$ cat config.mk
export PLATFORM = sky130hd
export DESIGN_NAME = mbox_envelope_line_parser_unit_flat
export DESIGN_NICKNAME = d
export VERILOG_FILES = /design/src/hdl/melp_pkg.sv /design/src/hdl/melp_stream_if.sv /design/src/hdl/melp_front.sv /design/src/hdl/melp_queue.sv /design/src/hdl/melp_back.sv /design/src/hdl/mbox_envelope_line_parser_unit.sv /design/src/flat_wrapper.sv
export SDC_FILE = /design/constraint.sdc
export NUM_CORES = 1
export LEC_CHECK = 0
export ABC_AREA = 1
export BUFFER_PORTS_ARGS = -buffer_cell sky130_fd_sc_hd__clkbuf_2
export CAP_MARGIN = 20
export CORE_ASPECT_RATIO = 0.8
export CORE_MARGIN = 1.5
export CORE_UTILIZATION = 55
export DETAILED_ROUTE_END_ITERATION = 10
export GPL_TIMING_DRIVEN = 1
export PLACE_DENSITY = 0.69
export SYNTH_ARGS = -nofsm -noshare
export SYNTH_HDL_FRONTEND = slang
export SYNTH_HIERARCHICAL = 1
export SYNTH_SLANG_ARGS = --single-unit
$ cat constraint.sdc
create_clock -name clock -period 11.35 [get_ports clock]
set_input_delay 1.7025 -clock clock [delete_from_list [all_inputs] [get_ports clock]]
set_output_delay 1.7025 -clock clock [all_outputs]
set_load 0.01 [all_outputs]
$ cat src/hdl/melp_pkg.sv
package melp_pkg;

   // Marker window: the date bytes are held back this far so "remote from" can be dropped
   localparam int MARK_LEN = 11;
   localparam int WIN_LEN  = MARK_LEN - 1;
   localparam int WIN_IDX_W = $clog2(WIN_LEN);
   localparam int FILL_W    = $clog2(WIN_LEN + 1);

   localparam logic [8*MARK_LEN-1:0] MARK_TEXT = "remote from";

   localparam logic [7:0] CHAR_ESCAPE = 8'h3E;
   localparam logic [7:0] CHAR_SPACE  = 8'h20;
   localparam logic [7:0] CHAR_TAB    = 8'h09;
   localparam logic [7:0] CHAR_NUL    = 8'h00;

   // Default depth of the op queue between front and back
   localparam int QUEUE_DEPTH = 4;

   // Register indexes of the configuration port
   localparam int CSR_INDEX_W = 2;
   localparam logic [CSR_INDEX_W-1:0] CSR_ADDRESS_LIMIT = 2'd0;
   localparam logic [CSR_INDEX_W-1:0] CSR_DATE_LIMIT    = 2'd1;
   localparam logic [CSR_INDEX_W-1:0] CSR_REMOTE_LIMIT  = 2'd2;

   localparam logic [7:0] ADDRESS_LIMIT_RST = 8'd127;
   localparam logic [7:0] DATE_LIMIT_RST    = 8'd63;
   localparam logic [7:0] REMOTE_LIMIT_RST  = 8'd63;

   typedef enum logic [3:0] {
      PH_HDR,
      PH_SKIP_A,
      PH_ADDR,
      PH_SKIP_D,
      PH_DATE,
      PH_SKIP_R,
      PH_REM,
      PH_DONE,
      PH_REJECT
   } phase_type;

   typedef enum logic [1:0] {
      KIND_ADDR   = 2'd0,
      KIND_DATE   = 2'd1,
      KIND_REMOTE = 2'd2,
      KIND_STATUS = 2'd3
   } kind_type;

   typedef struct packed {
      logic [7:0] address_limit;
      logic [7:0] date_limit;
      logic [7:0] remote_limit;
   } limits_type;

   typedef logic [WIN_LEN-1:0][7:0] window_type;

   // One queue entry: an optional field byte, then a window flush, then a status item
   typedef struct packed {
      logic              byte_vld;
      kind_type          kind;
      logic [7:0]        field_byte;
      logic [FILL_W-1:0] flush_cnt;
      window_type        window;
      logic              status_vld;
      logic              is_envelope;
      logic              escaped;
   } op_type;

   function automatic logic is_white(input logic [7:0] b);
      is_white = (b == 8'h20) || (b == 8'h09) || (b == 8'h0A) ||
                 (b == 8'h0B) || (b == 8'h0C) || (b == 8'h0D);
   endfunction

   // Characters of "From" by position
   function automatic logic [7:0] head_char(input logic [2:0] pos);
      logic [7:0] c;
      case (pos)
         3'd0:    c = 8'h46;
         3'd1:    c = 8'h72;
         3'd2:    c = 8'h6F;
         3'd3:    c = 8'h6D;
         default: c = 8'h00;
      endcase
      head_char = c;
   endfunction

endpackage

$ cat src/hdl/melp_stream_if.sv
interface melp_req_if;
   logic       valid;
   logic       ready;
   logic [7:0] line_byte;
   logic       line_end;

   modport source (output valid, output line_byte, output line_end, input ready);
   modport sink   (input valid, input line_byte, input line_end, output ready);
endinterface

interface melp_rsp_if;
   logic       valid;
   logic       ready;
   logic [1:0] kind;
   logic [7:0] field_byte;
   logic       is_envelope;
   logic       escaped;
   logic       run_end;

   modport source (output valid, output kind, output field_byte, output is_envelope,
                   output escaped, output run_end, input ready);
   modport sink   (input valid, input kind, input field_byte, input is_envelope,
                   input escaped, input run_end, output ready);
endinterface

$ cat src/hdl/melp_front.sv
module melp_front (
   input  logic                clock,
   input  logic                reset,
   melp_req_if.sink            req_if,
   input  melp_pkg::limits_type limits,
   input  logic                q_full,
   output logic                q_push,
   output melp_pkg::op_type    q_op
);

   localparam logic [melp_pkg::FILL_W-1:0] WIN_FULL = melp_pkg::FILL_W'(melp_pkg::WIN_LEN);

   melp_pkg::phase_type              phase_ff, phase_in;
   logic [2:0]                       hpos_ff, hpos_in;
   logic                             esc_ff, esc_in;
   melp_pkg::window_type             win_ff, win_in;
   logic [melp_pkg::FILL_W-1:0]      fill_ff, fill_in;
   logic [7:0]                       cnt_ff, cnt_in;

   logic                             accept;
   logic [7:0]                       b;
   logic                             do_flush;
   logic [8*melp_pkg::MARK_LEN-1:0]  cand;
   logic [7:0]                       rem;
   logic [7:0]                       fill_ext;

   assign accept       = req_if.valid && req_if.ready;
   assign req_if.ready = !q_full;
   assign b            = req_if.line_byte;

   // Full marker candidate: held window bytes then the incoming byte
   always_comb begin
      for (int i = 0; i < melp_pkg::WIN_LEN; i++) begin
         cand[8*(melp_pkg::MARK_LEN-1-i) +: 8] = win_ff[i];
      end
      cand[7:0] = b;
   end

   // Classify the request and build the op for the back end
   always_comb begin
      phase_in = phase_ff;
      hpos_in  = hpos_ff;
      esc_in   = esc_ff;
      win_in   = win_ff;
      fill_in  = fill_ff;
      cnt_in   = cnt_ff;
      do_flush = 1'b0;
      rem      = 8'd0;
      fill_ext = 8'd0;
      q_op     = '0;
      q_op.window = win_ff;

      if (accept) begin
         case (phase_ff)
            melp_pkg::PH_HDR: begin
               if (hpos_ff == 3'd0 && !esc_ff && b == melp_pkg::CHAR_ESCAPE) begin
                  esc_in = 1'b1;
               end else if (hpos_ff < 3'd4) begin
                  if (b == melp_pkg::head_char(hpos_ff)) hpos_in = hpos_ff + 3'd1;
                  else phase_in = melp_pkg::PH_REJECT;
               end else begin
                  phase_in = (b == melp_pkg::CHAR_SPACE || b == melp_pkg::CHAR_TAB) ?
                             melp_pkg::PH_SKIP_A : melp_pkg::PH_REJECT;
               end
            end
            melp_pkg::PH_SKIP_A: begin
               if (b == melp_pkg::CHAR_NUL) begin
                  phase_in = melp_pkg::PH_DONE;
               end else if (!melp_pkg::is_white(b)) begin
                  cnt_in = 8'd0;
                  if (limits.address_limit != 8'd0) begin
                     q_op.byte_vld = 1'b1;
                     cnt_in = 8'd1;
                  end
                  q_op.kind = melp_pkg::KIND_ADDR;
                  q_op.field_byte = b;
                  phase_in = melp_pkg::PH_ADDR;
               end
            end
            melp_pkg::PH_ADDR: begin
               if (b == melp_pkg::CHAR_NUL) begin
                  phase_in = melp_pkg::PH_DONE;
               end else if (melp_pkg::is_white(b)) begin
                  phase_in = melp_pkg::PH_SKIP_D;
               end else if (cnt_ff < limits.address_limit) begin
                  q_op.byte_vld = 1'b1;
                  q_op.kind = melp_pkg::KIND_ADDR;
                  q_op.field_byte = b;
                  cnt_in = cnt_ff + 8'd1;
               end
            end
            melp_pkg::PH_SKIP_D: begin
               if (b == melp_pkg::CHAR_NUL) begin
                  phase_in = melp_pkg::PH_DONE;
               end else if (!melp_pkg::is_white(b)) begin
                  cnt_in    = 8'd0;
                  win_in[0] = b;
                  fill_in   = melp_pkg::FILL_W'(1);
                  phase_in  = melp_pkg::PH_DATE;
               end
            end
            melp_pkg::PH_DATE: begin
               if (b == melp_pkg::CHAR_NUL) begin
                  do_flush = 1'b1;
                  phase_in = melp_pkg::PH_DONE;
               end else if (fill_ff < WIN_FULL) begin
                  win_in[fill_ff[melp_pkg::WIN_IDX_W-1:0]] = b;
                  fill_in = fill_ff + melp_pkg::FILL_W'(1);
               end else if (cand == melp_pkg::MARK_TEXT) begin
                  // marker matched: the held bytes are the marker itself
                  fill_in  = '0;
                  phase_in = melp_pkg::PH_SKIP_R;
               end else begin
                  // oldest byte leaves the window
                  if (cnt_ff < limits.date_limit) begin
                     q_op.byte_vld = 1'b1;
                     cnt_in = cnt_ff + 8'd1;
                  end
                  q_op.kind = melp_pkg::KIND_DATE;
                  q_op.field_byte = win_ff[0];
                  for (int i = 0; i < melp_pkg::WIN_LEN - 1; i++) begin
                     win_in[i] = win_ff[i+1];
                  end
                  win_in[melp_pkg::WIN_LEN-1] = b;
               end
            end
            melp_pkg::PH_SKIP_R: begin
               if (b == melp_pkg::CHAR_NUL) begin
                  phase_in = melp_pkg::PH_DONE;
               end else if (!melp_pkg::is_white(b)) begin
                  cnt_in = 8'd0;
                  if (limits.remote_limit != 8'd0) begin
                     q_op.byte_vld = 1'b1;
                     cnt_in = 8'd1;
                  end
                  q_op.kind = melp_pkg::KIND_REMOTE;
                  q_op.field_byte = b;
                  phase_in = melp_pkg::PH_REM;
               end
            end
            melp_pkg::PH_REM: begin
               if (b == melp_pkg::CHAR_NUL || melp_pkg::is_white(b)) begin
                  phase_in = melp_pkg::PH_DONE;
               end else if (cnt_ff < limits.remote_limit) begin
                  q_op.byte_vld = 1'b1;
                  q_op.kind = melp_pkg::KIND_REMOTE;
                  q_op.field_byte = b;
                  cnt_in = cnt_ff + 8'd1;
               end
            end
            default: begin
            end
         endcase

         // End of line: flush held date bytes, then status
         if (req_if.line_end) begin
            if (phase_in == melp_pkg::PH_DATE) do_flush = 1'b1;
            q_op.status_vld  = 1'b1;
            q_op.is_envelope = (phase_in != melp_pkg::PH_HDR) &&
                               (phase_in != melp_pkg::PH_REJECT);
            q_op.escaped     = esc_in;
         end

         // Flush length is bounded by what the date limit still allows
         if (do_flush && cnt_in < limits.date_limit) begin
            rem = limits.date_limit - cnt_in;
            fill_ext = {{(8-melp_pkg::FILL_W){1'b0}}, fill_in};
            q_op.flush_cnt = (rem < fill_ext) ? rem[melp_pkg::FILL_W-1:0] : fill_in;
         end
         q_op.window = win_in;

         if (req_if.line_end) begin
            phase_in = melp_pkg::PH_HDR;
            hpos_in  = 3'd0;
            esc_in   = 1'b0;
            fill_in  = '0;
            cnt_in   = 8'd0;
         end
      end
   end

   assign q_push = accept && (q_op.byte_vld || q_op.status_vld || (q_op.flush_cnt != '0));

   // Parser state
   always_ff @(posedge clock) begin
      if (reset) begin
         phase_ff <= melp_pkg::PH_HDR;
         hpos_ff  <= 3'd0;
         esc_ff   <= 1'b0;
         fill_ff  <= '0;
         cnt_ff   <= 8'd0;
      end else begin
         phase_ff <= phase_in;
         hpos_ff  <= hpos_in;
         esc_ff   <= esc_in;
         fill_ff  <= fill_in;
         cnt_ff   <= cnt_in;
      end
   end

   // Window bytes
   always_ff @(posedge clock) begin
      win_ff <= win_in;
   end

endmodule

$ cat src/hdl/melp_queue.sv
module melp_queue #(
   parameter int DEPTH = melp_pkg::QUEUE_DEPTH
) (
   input  logic             clock,
   input  logic             reset,
   input  logic             push,
   input  melp_pkg::op_type push_op,
   input  logic             pop,
   output melp_pkg::op_type head_op,
   output logic             empty,
   output logic             full
);

   localparam int PTR_W = $clog2(DEPTH);
   localparam int CNT_W = $clog2(DEPTH + 1);
   localparam logic [PTR_W-1:0] PTR_LAST = PTR_W'(DEPTH - 1);
   localparam logic [CNT_W-1:0] CNT_FULL = CNT_W'(DEPTH);

   melp_pkg::op_type   entry_ff [DEPTH];
   logic [PTR_W-1:0]   wr_ptr_ff, wr_ptr_in;
   logic [PTR_W-1:0]   rd_ptr_ff, rd_ptr_in;
   logic [CNT_W-1:0]   cnt_ff, cnt_in;

   assign empty   = (cnt_ff == '0);
   assign full    = (cnt_ff == CNT_FULL);
   assign head_op = entry_ff[rd_ptr_ff];

   // Pointer and count update
   always_comb begin
      wr_ptr_in = wr_ptr_ff;
      rd_ptr_in = rd_ptr_ff;
      cnt_in    = cnt_ff;
      if (push) wr_ptr_in = (wr_ptr_ff == PTR_LAST) ? '0 : wr_ptr_ff + PTR_W'(1);
      if (pop)  rd_ptr_in = (rd_ptr_ff == PTR_LAST) ? '0 : rd_ptr_ff + PTR_W'(1);
      if (push && !pop) cnt_in = cnt_ff + CNT_W'(1);
      else if (!push && pop) cnt_in = cnt_ff - CNT_W'(1);
   end

   always_ff @(posedge clock) begin
      if (reset) begin
         wr_ptr_ff <= '0;
         rd_ptr_ff <= '0;
         cnt_ff    <= '0;
      end else begin
         wr_ptr_ff <= wr_ptr_in;
         rd_ptr_ff <= rd_ptr_in;
         cnt_ff    <= cnt_in;
      end
   end

   // Entry storage
   always_ff @(posedge clock) begin
      if (push) entry_ff[wr_ptr_ff] <= push_op;
   end

endmodule

$ cat src/hdl/melp_back.sv
module melp_back (
   input  logic             clock,
   input  logic             reset,
   input  melp_pkg::op_type head_op,
   input  logic             q_empty,
   output logic             q_pop,
   melp_rsp_if.source       rsp_if
);

   logic                         byte_done_ff, byte_done_in;
   logic [melp_pkg::FILL_W-1:0]  fidx_ff, fidx_in;

   logic                         vld_ff, vld_in;
   melp_pkg::kind_type           kind_ff, kind_in;
   logic [7:0]                   field_ff, field_in;
   logic                         env_ff, env_in;
   logic                         esc_ff, esc_in;
   logic                         end_ff, end_in;

   logic                         slot_free;
   logic                         issue;
   logic                         item_last;

   assign slot_free = !vld_ff || rsp_if.ready;
   assign issue     = !q_empty && slot_free;
   assign q_pop     = issue && item_last;

   // Pick the next result item of the head op
   always_comb begin
      kind_in  = kind_ff;
      field_in = field_ff;
      env_in   = env_ff;
      esc_in   = esc_ff;
      end_in   = end_ff;
      item_last    = 1'b1;
      byte_done_in = byte_done_ff;
      fidx_in      = fidx_ff;

      if (head_op.byte_vld && !byte_done_ff) begin
         kind_in   = head_op.kind;
         field_in  = head_op.field_byte;
         env_in    = 1'b0;
         esc_in    = 1'b0;
         end_in    = 1'b0;
         item_last = (head_op.flush_cnt == '0) && !head_op.status_vld;
      end else if (fidx_ff < head_op.flush_cnt) begin
         kind_in   = melp_pkg::KIND_DATE;
         field_in  = head_op.window[fidx_ff[melp_pkg::WIN_IDX_W-1:0]];
         env_in    = 1'b0;
         esc_in    = 1'b0;
         end_in    = 1'b0;
         item_last = ((fidx_ff + melp_pkg::FILL_W'(1)) == head_op.flush_cnt) &&
                     !head_op.status_vld;
      end else begin
         kind_in   = melp_pkg::KIND_STATUS;
         field_in  = 8'd0;
         env_in    = head_op.is_envelope;
         esc_in    = head_op.escaped;
         end_in    = 1'b1;
      end

      if (issue) begin
         if (item_last) begin
            byte_done_in = 1'b0;
            fidx_in      = '0;
         end else if (head_op.byte_vld && !byte_done_ff) begin
            byte_done_in = 1'b1;
         end else begin
            fidx_in = fidx_ff + melp_pkg::FILL_W'(1);
         end
      end
   end

   assign vld_in = issue ? 1'b1 : (rsp_if.ready ? 1'b0 : vld_ff);

   always_ff @(posedge clock) begin
      if (reset) begin
         byte_done_ff <= 1'b0;
         fidx_ff      <= '0;
         vld_ff       <= 1'b0;
      end else begin
         byte_done_ff <= byte_done_in;
         fidx_ff      <= fidx_in;
         vld_ff       <= vld_in;
      end
   end

   // Output register
   always_ff @(posedge clock) begin
      if (issue) begin
         kind_ff  <= kind_in;
         field_ff <= field_in;
         env_ff   <= env_in;
         esc_ff   <= esc_in;
         end_ff   <= end_in;
      end
   end

   assign rsp_if.valid       = vld_ff;
   assign rsp_if.kind        = kind_ff;
   assign rsp_if.field_byte  = field_ff;
   assign rsp_if.is_envelope = env_ff;
   assign rsp_if.escaped     = esc_ff;
   assign rsp_if.run_end     = end_ff;

`ifndef SYNTHESIS
   // Status item and line end always travel together
   a_status_is_end: assert property (@(posedge clock) disable iff (reset)
      vld_ff |-> (end_ff == (kind_ff == melp_pkg::KIND_STATUS)))
      else $error("status kind and run_end disagree");

   // Flush index never runs past the head's flush length
   a_fidx_bound: assert property (@(posedge clock) disable iff (reset)
      !q_empty |-> (fidx_ff <= head_op.flush_cnt))
      else $error("flush index beyond flush length");

   // After a pop the per-op progress is cleared
   a_pop_clears: assert property (@(posedge clock) disable iff (reset)
      q_pop |=> (!byte_done_ff && fidx_ff == '0))
      else $error("op progress not cleared after pop");
`endif

endmodule

$ cat src/hdl/mbox_envelope_line_parser_unit.sv
// The first result of a request passes through the op queue and then the output register.
// Throughput: one request per cycle while results keep pace; a request that ends a line
// or a date field emits up to 12 results; the back end drains them one per cycle, while
// results are taken, from a QUEUE_DEPTH-entry op queue; requests stall only when it is full.
// Reset: synchronous, active high; clears parser state, queue and output valid, and
// loads the field limits 127, 63, 63. No clearing pass.
module mbox_envelope_line_parser_unit #(
   parameter int QUEUE_DEPTH = melp_pkg::QUEUE_DEPTH
) (
   input  logic                             clock,
   input  logic                             reset,
   melp_req_if.sink                         req_if,
   melp_rsp_if.source                       rsp_if,
   input  logic                             csr_wr_en,
   input  logic [melp_pkg::CSR_INDEX_W-1:0] csr_index,
   input  logic [7:0]                       csr_wdata
);

   melp_pkg::limits_type limits_ff;
   melp_pkg::op_type     push_op;
   melp_pkg::op_type     head_op;
   logic                 q_push;
   logic                 q_pop;
   logic                 q_empty;
   logic                 q_full;

   // Field limit registers
   always_ff @(posedge clock) begin
      if (reset) begin
         limits_ff.address_limit <= melp_pkg::ADDRESS_LIMIT_RST;
         limits_ff.date_limit    <= melp_pkg::DATE_LIMIT_RST;
         limits_ff.remote_limit  <= melp_pkg::REMOTE_LIMIT_RST;
      end else if (csr_wr_en) begin
         case (csr_index)
            melp_pkg::CSR_ADDRESS_LIMIT: limits_ff.address_limit <= csr_wdata;
            melp_pkg::CSR_DATE_LIMIT:    limits_ff.date_limit    <= csr_wdata;
            melp_pkg::CSR_REMOTE_LIMIT:  limits_ff.remote_limit  <= csr_wdata;
            default: begin
            end
         endcase
      end
   end

   melp_front u_front (
      .clock  (clock),
      .reset  (reset),
      .req_if (req_if),
      .limits (limits_ff),
      .q_full (q_full),
      .q_push (q_push),
      .q_op   (push_op)
   );

   melp_queue #(
      .DEPTH (QUEUE_DEPTH)
   ) u_queue (
      .clock   (clock),
      .reset   (reset),
      .push    (q_push),
      .push_op (push_op),
      .pop     (q_pop),
      .head_op (head_op),
      .empty   (q_empty),
      .full    (q_full)
   );

   melp_back u_back (
      .clock   (clock),
      .reset   (reset),
      .head_op (head_op),
      .q_empty (q_empty),
      .q_pop   (q_pop),
      .rsp_if  (rsp_if)
   );

endmodule

$ cat src/flat_wrapper.sv
// flat-port wrapper written by rule: the top's interface ports become plain ports
module mbox_envelope_line_parser_unit_flat 
#(
   parameter int QUEUE_DEPTH = melp_pkg::QUEUE_DEPTH
)
  (clock, reset, csr_wr_en, csr_index, csr_wdata, req_if_valid, req_if_line_byte, req_if_line_end, req_if_ready, rsp_if_valid, rsp_if_kind, rsp_if_field_byte, rsp_if_is_envelope, rsp_if_escaped, rsp_if_run_end, rsp_if_ready);
  melp_req_if req_if_i ();
  melp_rsp_if rsp_if_i ();
  input  logic clock;
  input  logic reset;
  input  logic csr_wr_en;
  input  logic [melp_pkg::CSR_INDEX_W-1:0] csr_index;
  input  logic [7:0] csr_wdata;
  input wire logic [$bits(req_if_i.valid)-1:0] req_if_valid;
  input wire logic [$bits(req_if_i.line_byte)-1:0] req_if_line_byte;
  input wire logic [$bits(req_if_i.line_end)-1:0] req_if_line_end;
  output wire logic [$bits(req_if_i.ready)-1:0] req_if_ready;
  output wire logic [$bits(rsp_if_i.valid)-1:0] rsp_if_valid;
  output wire logic [$bits(rsp_if_i.kind)-1:0] rsp_if_kind;
  output wire logic [$bits(rsp_if_i.field_byte)-1:0] rsp_if_field_byte;
  output wire logic [$bits(rsp_if_i.is_envelope)-1:0] rsp_if_is_envelope;
  output wire logic [$bits(rsp_if_i.escaped)-1:0] rsp_if_escaped;
  output wire logic [$bits(rsp_if_i.run_end)-1:0] rsp_if_run_end;
  input wire logic [$bits(rsp_if_i.ready)-1:0] rsp_if_ready;
  assign req_if_i.valid = req_if_valid;
  assign req_if_i.line_byte = req_if_line_byte;
  assign req_if_i.line_end = req_if_line_end;
  assign req_if_ready = req_if_i.ready;
  assign rsp_if_valid = rsp_if_i.valid;
  assign rsp_if_kind = rsp_if_i.kind;
  assign rsp_if_field_byte = rsp_if_i.field_byte;
  assign rsp_if_is_envelope = rsp_if_i.is_envelope;
  assign rsp_if_escaped = rsp_if_i.escaped;
  assign rsp_if_run_end = rsp_if_i.run_end;
  assign rsp_if_i.ready = rsp_if_ready;
  mbox_envelope_line_parser_unit #(.QUEUE_DEPTH(QUEUE_DEPTH)) u_core (.clock(clock), .reset(reset), .req_if(req_if_i), .rsp_if(rsp_if_i), .csr_wr_en(csr_wr_en), .csr_index(csr_index), .csr_wdata(csr_wdata));
endmodule
==> flow_summary_export.csv, run 1 <==
group,metric,value,unit
global_routing,antenna_found_initial,3,
setup_path,path_class,"input port to flip-flop",
layout,nets,2901,
logic_synthesis,synth_warnings,6,
setup_path,critPathArrivalTime,7990,ps
setup_path,crit_path_end_kind,"flip-flop",
logic_synthesis,yosysTopAreaCell,"edfxtp_1",
layout,regArea,0.0158,mm2
hold_path,hold_start,"u_core/limits_ff[20]$_SDFFE_PP1P_",
pwr,vdd_drop_max,122,uV
logic_synthesis,avgSynthCellArea,9.57,um2
sta,final_hold_viol_count,0,
setup_path,r2r_setup_slack,4570,ps
logic_synthesis,synth_edf_count,485,
floorplan,die_y,202,um
pwr,p_total,5.98,mW
sta,skew,27.9,ps
setup_path,cp.required,11600,ps
sta,rsz0062_at_grt,"false",
hold_path,holdPathEnd,"u_core/limits_ff[20]$_SDFFE_PP1P_",
run_status,outcome,"finished, final reports clean",
logic_synthesis,syn_inst,2838,
sta,timing.hold.ws,461,ps
job,cap_violations,0,
clock_tree,ctsHoldBuffers,0,
setup_path,worstPathMaxFanout,58,
clock_tree,cts_root_buf,"clkbuf_16",
logic_synthesis,yosysSeqAreaShare,58.0,%
placement,globalplace.congestion,0.995,
logic_synthesis,synthesis.area,0.0272,mm2
logic_synthesis,synthArstFlopShare,0,%
setup_path,path_delay_family,"buffers and inverters",
setup_path,r2r-start,"u_core/u_front/cnt_ff[7]$_SDFFE_PP0P_",
clock_tree,cts_tree,"yes",
clock_tree,cts.sinks,544,
sta,finalCritPeriodShare,68.2,%
logic_synthesis,ys_ff_latch,544,
floorplan,rows,72,
logic_synthesis,synth.net_count,2917,
clock_tree,clk_pin_slew_worst_paths,60,ps
floorplan,die_area,0.0507,mm2
clock_tree,cts_buffer_depth,3,
floorplan,io_pins,39,
sta,min_period,7740,ps
sta,maxSlewHeadroom,16.2,%
sta,worst_slew_pin_slew,1240,ps
sta,drv_slew,0,
setup_path,rr_endpoint,"u_core/u_queue/entry_ff[0][52]$_DFFE_PP_",
hold_path,min_path_type,"flip-flop to flip-flop",
clock_tree,htree_num_levels,2,
layout,n_antenna_cell,0,
layout,synthToLayoutAreaGrowth,8.21,%
route,dr.pass1.iters,7,
global_routing,grt.overflow.total,0,
route,drt-total-wl,81300,um
setup_path,crit_buf_inv,8,
placement,place_area,0.0276,mm2
route,drc_errors,0,
pwr,powerDensity,204,mW/mm2
route,via_per_inst,6.30,
setup_path,ff2ff_path_depth,29,
hold_path,whs_path_depth,2,
route,detail_route.wl_per_cell,23.3,um
sta,setup_viol,0,
floorplan,coreArea,0.0486,mm2
route,ant_nets,0,
sta,setup_tns,0,ps
logic_synthesis,synth_area_leaders,"edfxtp_1 (54%), o21ai_0 (6.2%), nand2_1 (6.1%), nor2_1 (5.3%), dfxtp_1 (4.3%)",
logic_synthesis,synthDistinctLibCells,61,
global_routing,grt_pass1_wl,122000,um
clock_tree,cts_buffers,53,
setup_path,crit_path_max_incr_delay,660,ps
placement,portBuffers,38,
route,vias,22000,
floorplan,die_w,251,um
floorplan,initial_core_util,55.9,%
layout,fillers,4063,
sta,fmax,0.129,GHz
clock_tree,postCtsSetupBuffers,0,
global_routing,grt_usage,31.8,%
logic_synthesis,synth.top_cell.area_share,53.6,%
layout,multi_input_area,0.00958,mm2
pwr,p_leak,10.9,nW
layout,drive_above_1_share,7.92,%
placement,hpwl,54100,um
global_routing,grt_start_max_net_pins,104,
clock_tree,cts_resized,0,
setup_path,cp_slowest_cell,"buf_4",
logic_synthesis,synthFlopType,"edfxtp_1",
route,drtIter0Drc,3104,
setup_path,start_kind,"input port",
layout,fin_area,0.0294,mm2
global_routing,grt_pass1_vias,19900,
clock_tree,clkLatencyLatePin,620,ps
layout make-up:
class	instances	share of cell area, %
clock buffer	60	4.60
sequential	544	53.6
clock inverter	38	1.37
tap	629	2.68
multi-input combinational	1876	32.6
timing repair buffer	74	1.56
inverter	273	3.61
layer usage:
metal	track usage, %	routed length (um)	vias up
met2	43.8	33100	1353
met1	50.1	35700	10500
met3	7.74	10600	151
met5	0	0	-
met4	8.18	1910	0
li1	-	-	10000
worst min-delay path, delay by kind of cell (launching register included):
family	cells	cell delay, ps
simple gates	2	100
flops	1	330
power breakdown:
part	total (mW)	internal, mW	switching, mW	leakage [nW]
Combinational	1.57	0.426	1.14	5.27
Sequential	2.62	2.48	0.139	4.82
Clock	1.79	1.02	0.774	0.842
flip-flops by register name, indices dropped and copies added (netlist names), named ones only:
signal,count
u_core/u_queue/wr_ptr_ff,2
u_core/u_front/esc_ff,1
u_core/u_queue/rd_ptr_ff,2
u_core/u_back/rsp_if.is_envelope,1
u_core/u_front/hpos_ff,3
u_core/u_back/rsp_if.valid,1
u_core/u_back/rsp_if.field_byte,8
u_core/u_back/fidx_ff,4
u_core/u_back/rsp_if.escaped,1
u_core/u_front/cnt_ff,8
u_core/u_front/phase_ff,4
u_core/u_back/rsp_if.kind,2
u_core/u_back/rsp_if.run_end,1
u_core/u_front/fill_ff,4
u_core/u_front/cand,80
u_core/u_back/byte_done_ff,1
u_core/limits_ff,24
u_core/u_queue/entry_ff,392
u_core/u_queue/cnt_ff,3
cells in the mapped netlist, types with 6 or more instances:
cell and instances:
buf_6 21, nor2_2 7, inv_1 246, buf_2 31, nand3_1 120, nor4_1 6, a21oi_1 96, nor2_1 385
nand4_1 48, ha_1 53, a221oi_1 15, o21ai_1 67, o211ai_1 11, a32oi_1 9, nand2_1 443, buf_4 13
o2111ai_1 6, xor2_1 9, buf_1 6, dfxtp_1 59, a211oi_1 6, a22oi_1 18, clkbuf_1 71, o21ai_0 334
nand2_2 13, o32ai_1 9, edfxtp_1 485, o221ai_1 8, inv_2 22, o22ai_1 148, nor3_1 17
cell usage in the layout (no fill, tap or decap), types with 56 or more instances in the layout:
cell type and instances:
a21oi_1 95, o21ai_0 333, nand3_1 120, inv_1 241, nor2_1 384, nand2_1 442, edfxtp_1 485, dfxtp_1 56
o21ai_1 68, o22ai_1 148
how the worst max path moves through the flow:
stage,from,to,slack [ps],cells after the start
floorplan,req_if_line_byte[6],u_core/u_queue/entry_ff[0][0]$_DFFE_PP_,3590,31
global placement,req_if_line_byte[6],u_core/u_queue/entry_ff[2][97]$_DFFE_PP_,3130,31
detailed placement,req_if_line_byte[0],u_core/u_queue/entry_ff[0][67]$_DFFE_PP_,3000,32
CTS,req_if_line_byte[0],u_core/u_queue/entry_ff[0][52]$_DFFE_PP_,3660,32
global route,req_if_line_byte[6],u_core/u_queue/entry_ff[0][68]$_DFFE_PP_,2900,32
finish,req_if_line_byte[0],u_core/u_queue/entry_ff[0][52]$_DFFE_PP_,3610,32
metrics by stage:
| step | utilization (%) | instances | setup WS, ps |
|---|---|---|---|
| 2_1_floorplan | - | 2838 | 3590 |
| 3_3_place_gp | 56.7 | 3384 | 3130 |
| 3_5_place_dp | 56.8 | 3387 | 3000 |
| 4_1_cts | 60.4 | 3485 | 3660 |
| 5_1_grt | 60.5 | 3494 | 2900 |
| 6_report | 60.5 | 3494 | 3610 |
cell families (layout without fill, tap and decap cells):
logic type	after synthesis	count (layout)	share of synthesized area (%)
buf+inv	418	445	6.83
flops	544	544	58.0
fa+ha+maj	55	55	2.59
simple gates	1057	1057	16.4
mux	1	1	0.0369
xor+xnor	13	13	0.419
compound gates	750	750	15.7
Power figures use the tool's default switching activity.
==> run 2: changes to the inputs <==
--- a/config.mk
+++ b/config.mk
@@ -5,7 +5,7 @@
 export SDC_FILE = /design/constraint.sdc
 export NUM_CORES = 1
 export LEC_CHECK = 0
-export ABC_AREA = 1
+export ABC_AREA = 0
 export BUFFER_PORTS_ARGS = -buffer_cell sky130_fd_sc_hd__clkbuf_2
 export CAP_MARGIN = 20
 export CORE_ASPECT_RATIO = 0.8
@@ -13,7 +13,7 @@
 export CORE_UTILIZATION = 55
 export DETAILED_ROUTE_END_ITERATION = 10
 export GPL_TIMING_DRIVEN = 1
-export PLACE_DENSITY = 0.69
+export PLACE_DENSITY = 0.72
 export SYNTH_ARGS = -nofsm -noshare
 export SYNTH_HDL_FRONTEND = slang
 export SYNTH_HIERARCHICAL = 1
==> constraint.sdc (replaced) <==
create_clock -name clock -period 6.8 [get_ports clock]
set_input_delay 1.02 -clock clock [delete_from_list [all_inputs] [get_ports clock]]
set_output_delay 1.02 -clock clock [all_outputs]
set_load 0.01 [all_outputs]
==> flow_summary_export.csv, run 2 <==
group,metric,value,unit
sta,rsz0062_at_grt,"false",
route,drtIter0Drc,2372,
job,cap_violations,0,
hold_path,min_path_type,"flip-flop to flip-flop",
sta,drv_slew,0,
layout,final_common_cell,"edfxtp_1",
sta,maxSlewHeadroom,30.1,%
setup_path,ff2ff_path_depth,22,
route,drt-total-wl,70300,um
route,dr.pass1.iters,6,
route,vias,17500,
setup_path,worstPathMaxFanout,6,
logic_synthesis,synthTopCellsByCount,"edfxtp_1 (485), nor2_1 (197), nand2_1 (110)",
logic_synthesis,synth.net_count,1958,
setup_path,crit_path_end_kind,"flip-flop",
pwr,pwr-share-comb,19.3,%
setup_path,r2r_setup_slack,260,ps
pwr,powerDensity,318,mW/mm2
clock_tree,cts_buffers,53,
logic_synthesis,synthArstFlopShare,0,%
global_routing,antenna_found_initial,3,
clock_tree,cts_buffer_depth,3,
hold_path,hold_start,"u_core/limits_ff[23]$_SDFFE_PP0P_",
layout,drive_above_1_share,20.9,%
floorplan,initial_core_util,55.8,%
layout,synthToLayoutAreaGrowth,11.9,%
setup_path,path_delay_family,"compound AO/OA/AOI/OAI gates",
logic_synthesis,yosys.cell_count.top_type,"edfxtp_1",
clock_tree,ctsHoldBuffers,0,
setup_path,r2r-start,"u_core/u_front/cand[71]$_DFFE_PP_",
route,drc_errors,0,
global_routing,grt_start_max_net_pins,70,
sta,final_hold_viol_count,0,
layout,mostFrequentLayoutCells,"edfxtp_1 (485), nor2_1 (197), nand2_1 (109)",
layout,max_flop_register,"u_core/u_queue/entry_ff",
placement,hpwl,48000,um
logic_synthesis,syn_inst,1879,
setup_path,cp_common_cell,"ha_1",
floorplan,rows,71,
placement,place_inst,2514,
clock_tree,htree_num_levels,2,
setup_path,rr_endpoint,"u_core/u_queue/cnt_ff[2]$_SDFFE_PP0P_",
sta,min_period,6540,ps
layout,instances_no_fill,2616,
logic_synthesis,yosysSeqAreaShare,60.0,%
placement,portBuffers,38,
clock_tree,cts_root_buf,"clkbuf_16",
pwr,vdd_drop_max,206,uV
pwr,p_leak,9.56,nW
setup_path,path_class,"flip-flop to flip-flop",
pwr,seqPwrFrac,46.5,%
setup_path,start_kind,"flip-flop",
sta,finalCritPeriodShare,96.1,%
pwr,power.internal,6.73,mW
pwr,p_switching,2.60,mW
logic_synthesis,avgSynthCellArea,14.0,um2
setup_path,cp_slowest_cell,"a2111oi_0",
sta,worst_slew_pin_slew,1040,ps
sta,fmax,0.153,GHz
floorplan,io_pins,39,
hold_path,holdPathEnd,"u_core/limits_ff[23]$_SDFFE_PP0P_",
route,via_per_inst,6.68,
floorplan,coreArea,0.0470,mm2
layout,fin_util,62.5,%
setup_path,critPathLaunch,"u_core/u_front/cand[71]$_DFFE_PP_",
floorplan,die_y,198,um
clock_tree,clkLatencyLatePin,630,ps
logic_synthesis,synthDistinctLibCells,91,
hold_path,whs_path_depth,2,
global_routing,grt_usage,29.3,%
floorplan,die_area,0.0490,mm2
floorplan,die_w,247,um
global_routing,grt.overflow.total,0,
placement,globalplace.congestion,1.00,
logic_synthesis,synth.top_cell.area_share,55.5,%
pwr,p_sw_share,27.9,%
global_routing,grt_pass1_wl,107000,um
logic_synthesis,synth_area_leaders,"edfxtp_1 (56%), mux4_2 (9.1%), dfxtp_1 (4.5%), nor2_1 (2.8%), mux2_2 (2.6%)",
logic_synthesis,synthFlopType,"edfxtp_1",
setup_path,crit_path_max_incr_delay,560,ps
sta,setup_viol,0,
clock_tree,cts.sinks,544,
clock_tree,cts_tree,"yes",
layout,largest_reg_flops,392,
logic_synthesis,synth_edf_count,485,
sta,skew,29.8,ps
logic_synthesis,ys_ff_latch,544,
pwr,clock_power_share,34.2,%
route,ant_nets,0,
logic_synthesis,synth_warnings,6,
setup_path,crit_path_cell_trace,"nor4bb_1 > nand4_1 > nor4_4 > nand2_1 > nand3_1 > a21oi_1 > a2111oi_0 > ha_1 > xnor2_1 > ha_1 > a21o_1 > a221oi_1 > o21ai_0 > a211oi_4 > nor4_1 > o31ai_2 > ha_1 > inv_1 > fa_1 > xor2_1 > or3_1 > a21oi_1",
setup_path,crit_buf_inv,1,
route,detail_route.wl_per_cell,26.9,um
run_status,outcome,"finished, final reports clean",
layout,nets,2030,
clock_tree,clk_pin_slew_worst_paths,70,ps
logic_synthesis,yosysTopAreaCell,"edfxtp_1",
setup_path,crit_cells,22,
setup_path,cp.required,7330,ps
logic_synthesis,synthesis.area,0.0262,mm2
global_routing,grt_pass1_vias,16900,
setup_path,critPathArrivalTime,7070,ps
-- run 2: cell count changes after synthesis, sizes merged, moves of 46 or more --
| cell | before | now |
|---|---|---|
| o31ai | 4 | 50 |
| nand2 | 457 | 110 |
| inv | 272 | 57 |
| o21ai | 402 | 35 |
| nand3 | 123 | 29 |
| mux2 | 0 | 69 |
| o22ai | 148 | 66 |
| nor2 | 396 | 198 |
| mux4 | 0 | 114 |
-- run 2: worst max-delay path by stage --
stage / to / slack [ps]
finish: u_core/u_queue/cnt_ff[2]$_SDFFE_PP0P_ / 260
global route: u_core/u_queue/cnt_ff[2]$_SDFFE_PP0P_ / 0.2
CTS: u_core/u_queue/cnt_ff[2]$_SDFFE_PP0P_ / 100
detailed placement: u_core/u_queue/cnt_ff[2]$_SDFFE_PP0P_ / -150
global placement: u_core/u_queue/cnt_ff[2]$_SDFFE_PP0P_ / 50
floorplan: u_core/u_queue/entry_ff[3][0]$_DFFE_PP_ / -320
-- run 2: final cells by class --
type                       instances  area, um2
timing repair buffer             121        938
antenna                            1       2.50
sequential                       544      15800
tap                              620        776
multi-input combinational       1173       9760
fill                            3402      17600
clock buffer                      62       1380
clock inverter                    37        515
inverter                          58        220
-- run 2: repair_timing --
item	CTS	global route
gates resized for setup	0	3
setup endpoints to repair	0	210
setup buffers	0	1
-- run 2: cell families after synthesis --
logic type	count (synthesis)	synth area share, %
mux	229	14.6
flops	544	60.0
simple gates	526	10.2
xor+xnor	11	0.367
fa+ha+maj	56	2.72
compound gates	351	9.23
buf+inv	162	2.83
-- run 2: metal layers --
metal	wire, um	share of wire, %	global-route usage (%)	vias up
met5	0	0	0	-
met4	1350	1.9	6.96	0
met3	8230	12	7.21	97
met2	31000	44	43.4	1083
met1	29700	42	43.8	8741
li1	-	-	-	7566
-- run 2: stage by stage --
stage | power [mW] | hold WS (ps) | setup TNS [ps] | cell area (um2) | setup WS [ps]
2_1_floorplan | 5.58 | 460 | -126800 | 26200 | -324
3_3_place_gp | 6.14 | 482 | 0 | 27400 | 54.7
3_5_place_dp | 6.18 | 487 | -147 | 27400 | -147
4_1_cts | 9.35 | 496 | 0 | 29300 | 99.4
5_1_grt | 9.64 | 516 | 0 | 29300 | 0.171
6_report | 9.33 | 498 | 0 | 29300 | 263
-- run 2: power groups by stage --
stage          clock, mW  sequential [mW]  combinational (mW)
6_report            3.19             4.34                1.80
3_3_place_gp           0             4.38                1.76
2_1_floorplan          0             4.27                1.31
3_5_place_dp           0             4.39                1.79
4_1_cts             3.22             4.32                1.80
5_1_grt             3.34             4.36                1.94
-- run 2: tightest hold or removal path, stage by stage, from the launching register on --
cell,delay [ps]
dfxtp_1,320
nand2b_1,70
mux2i_1,60
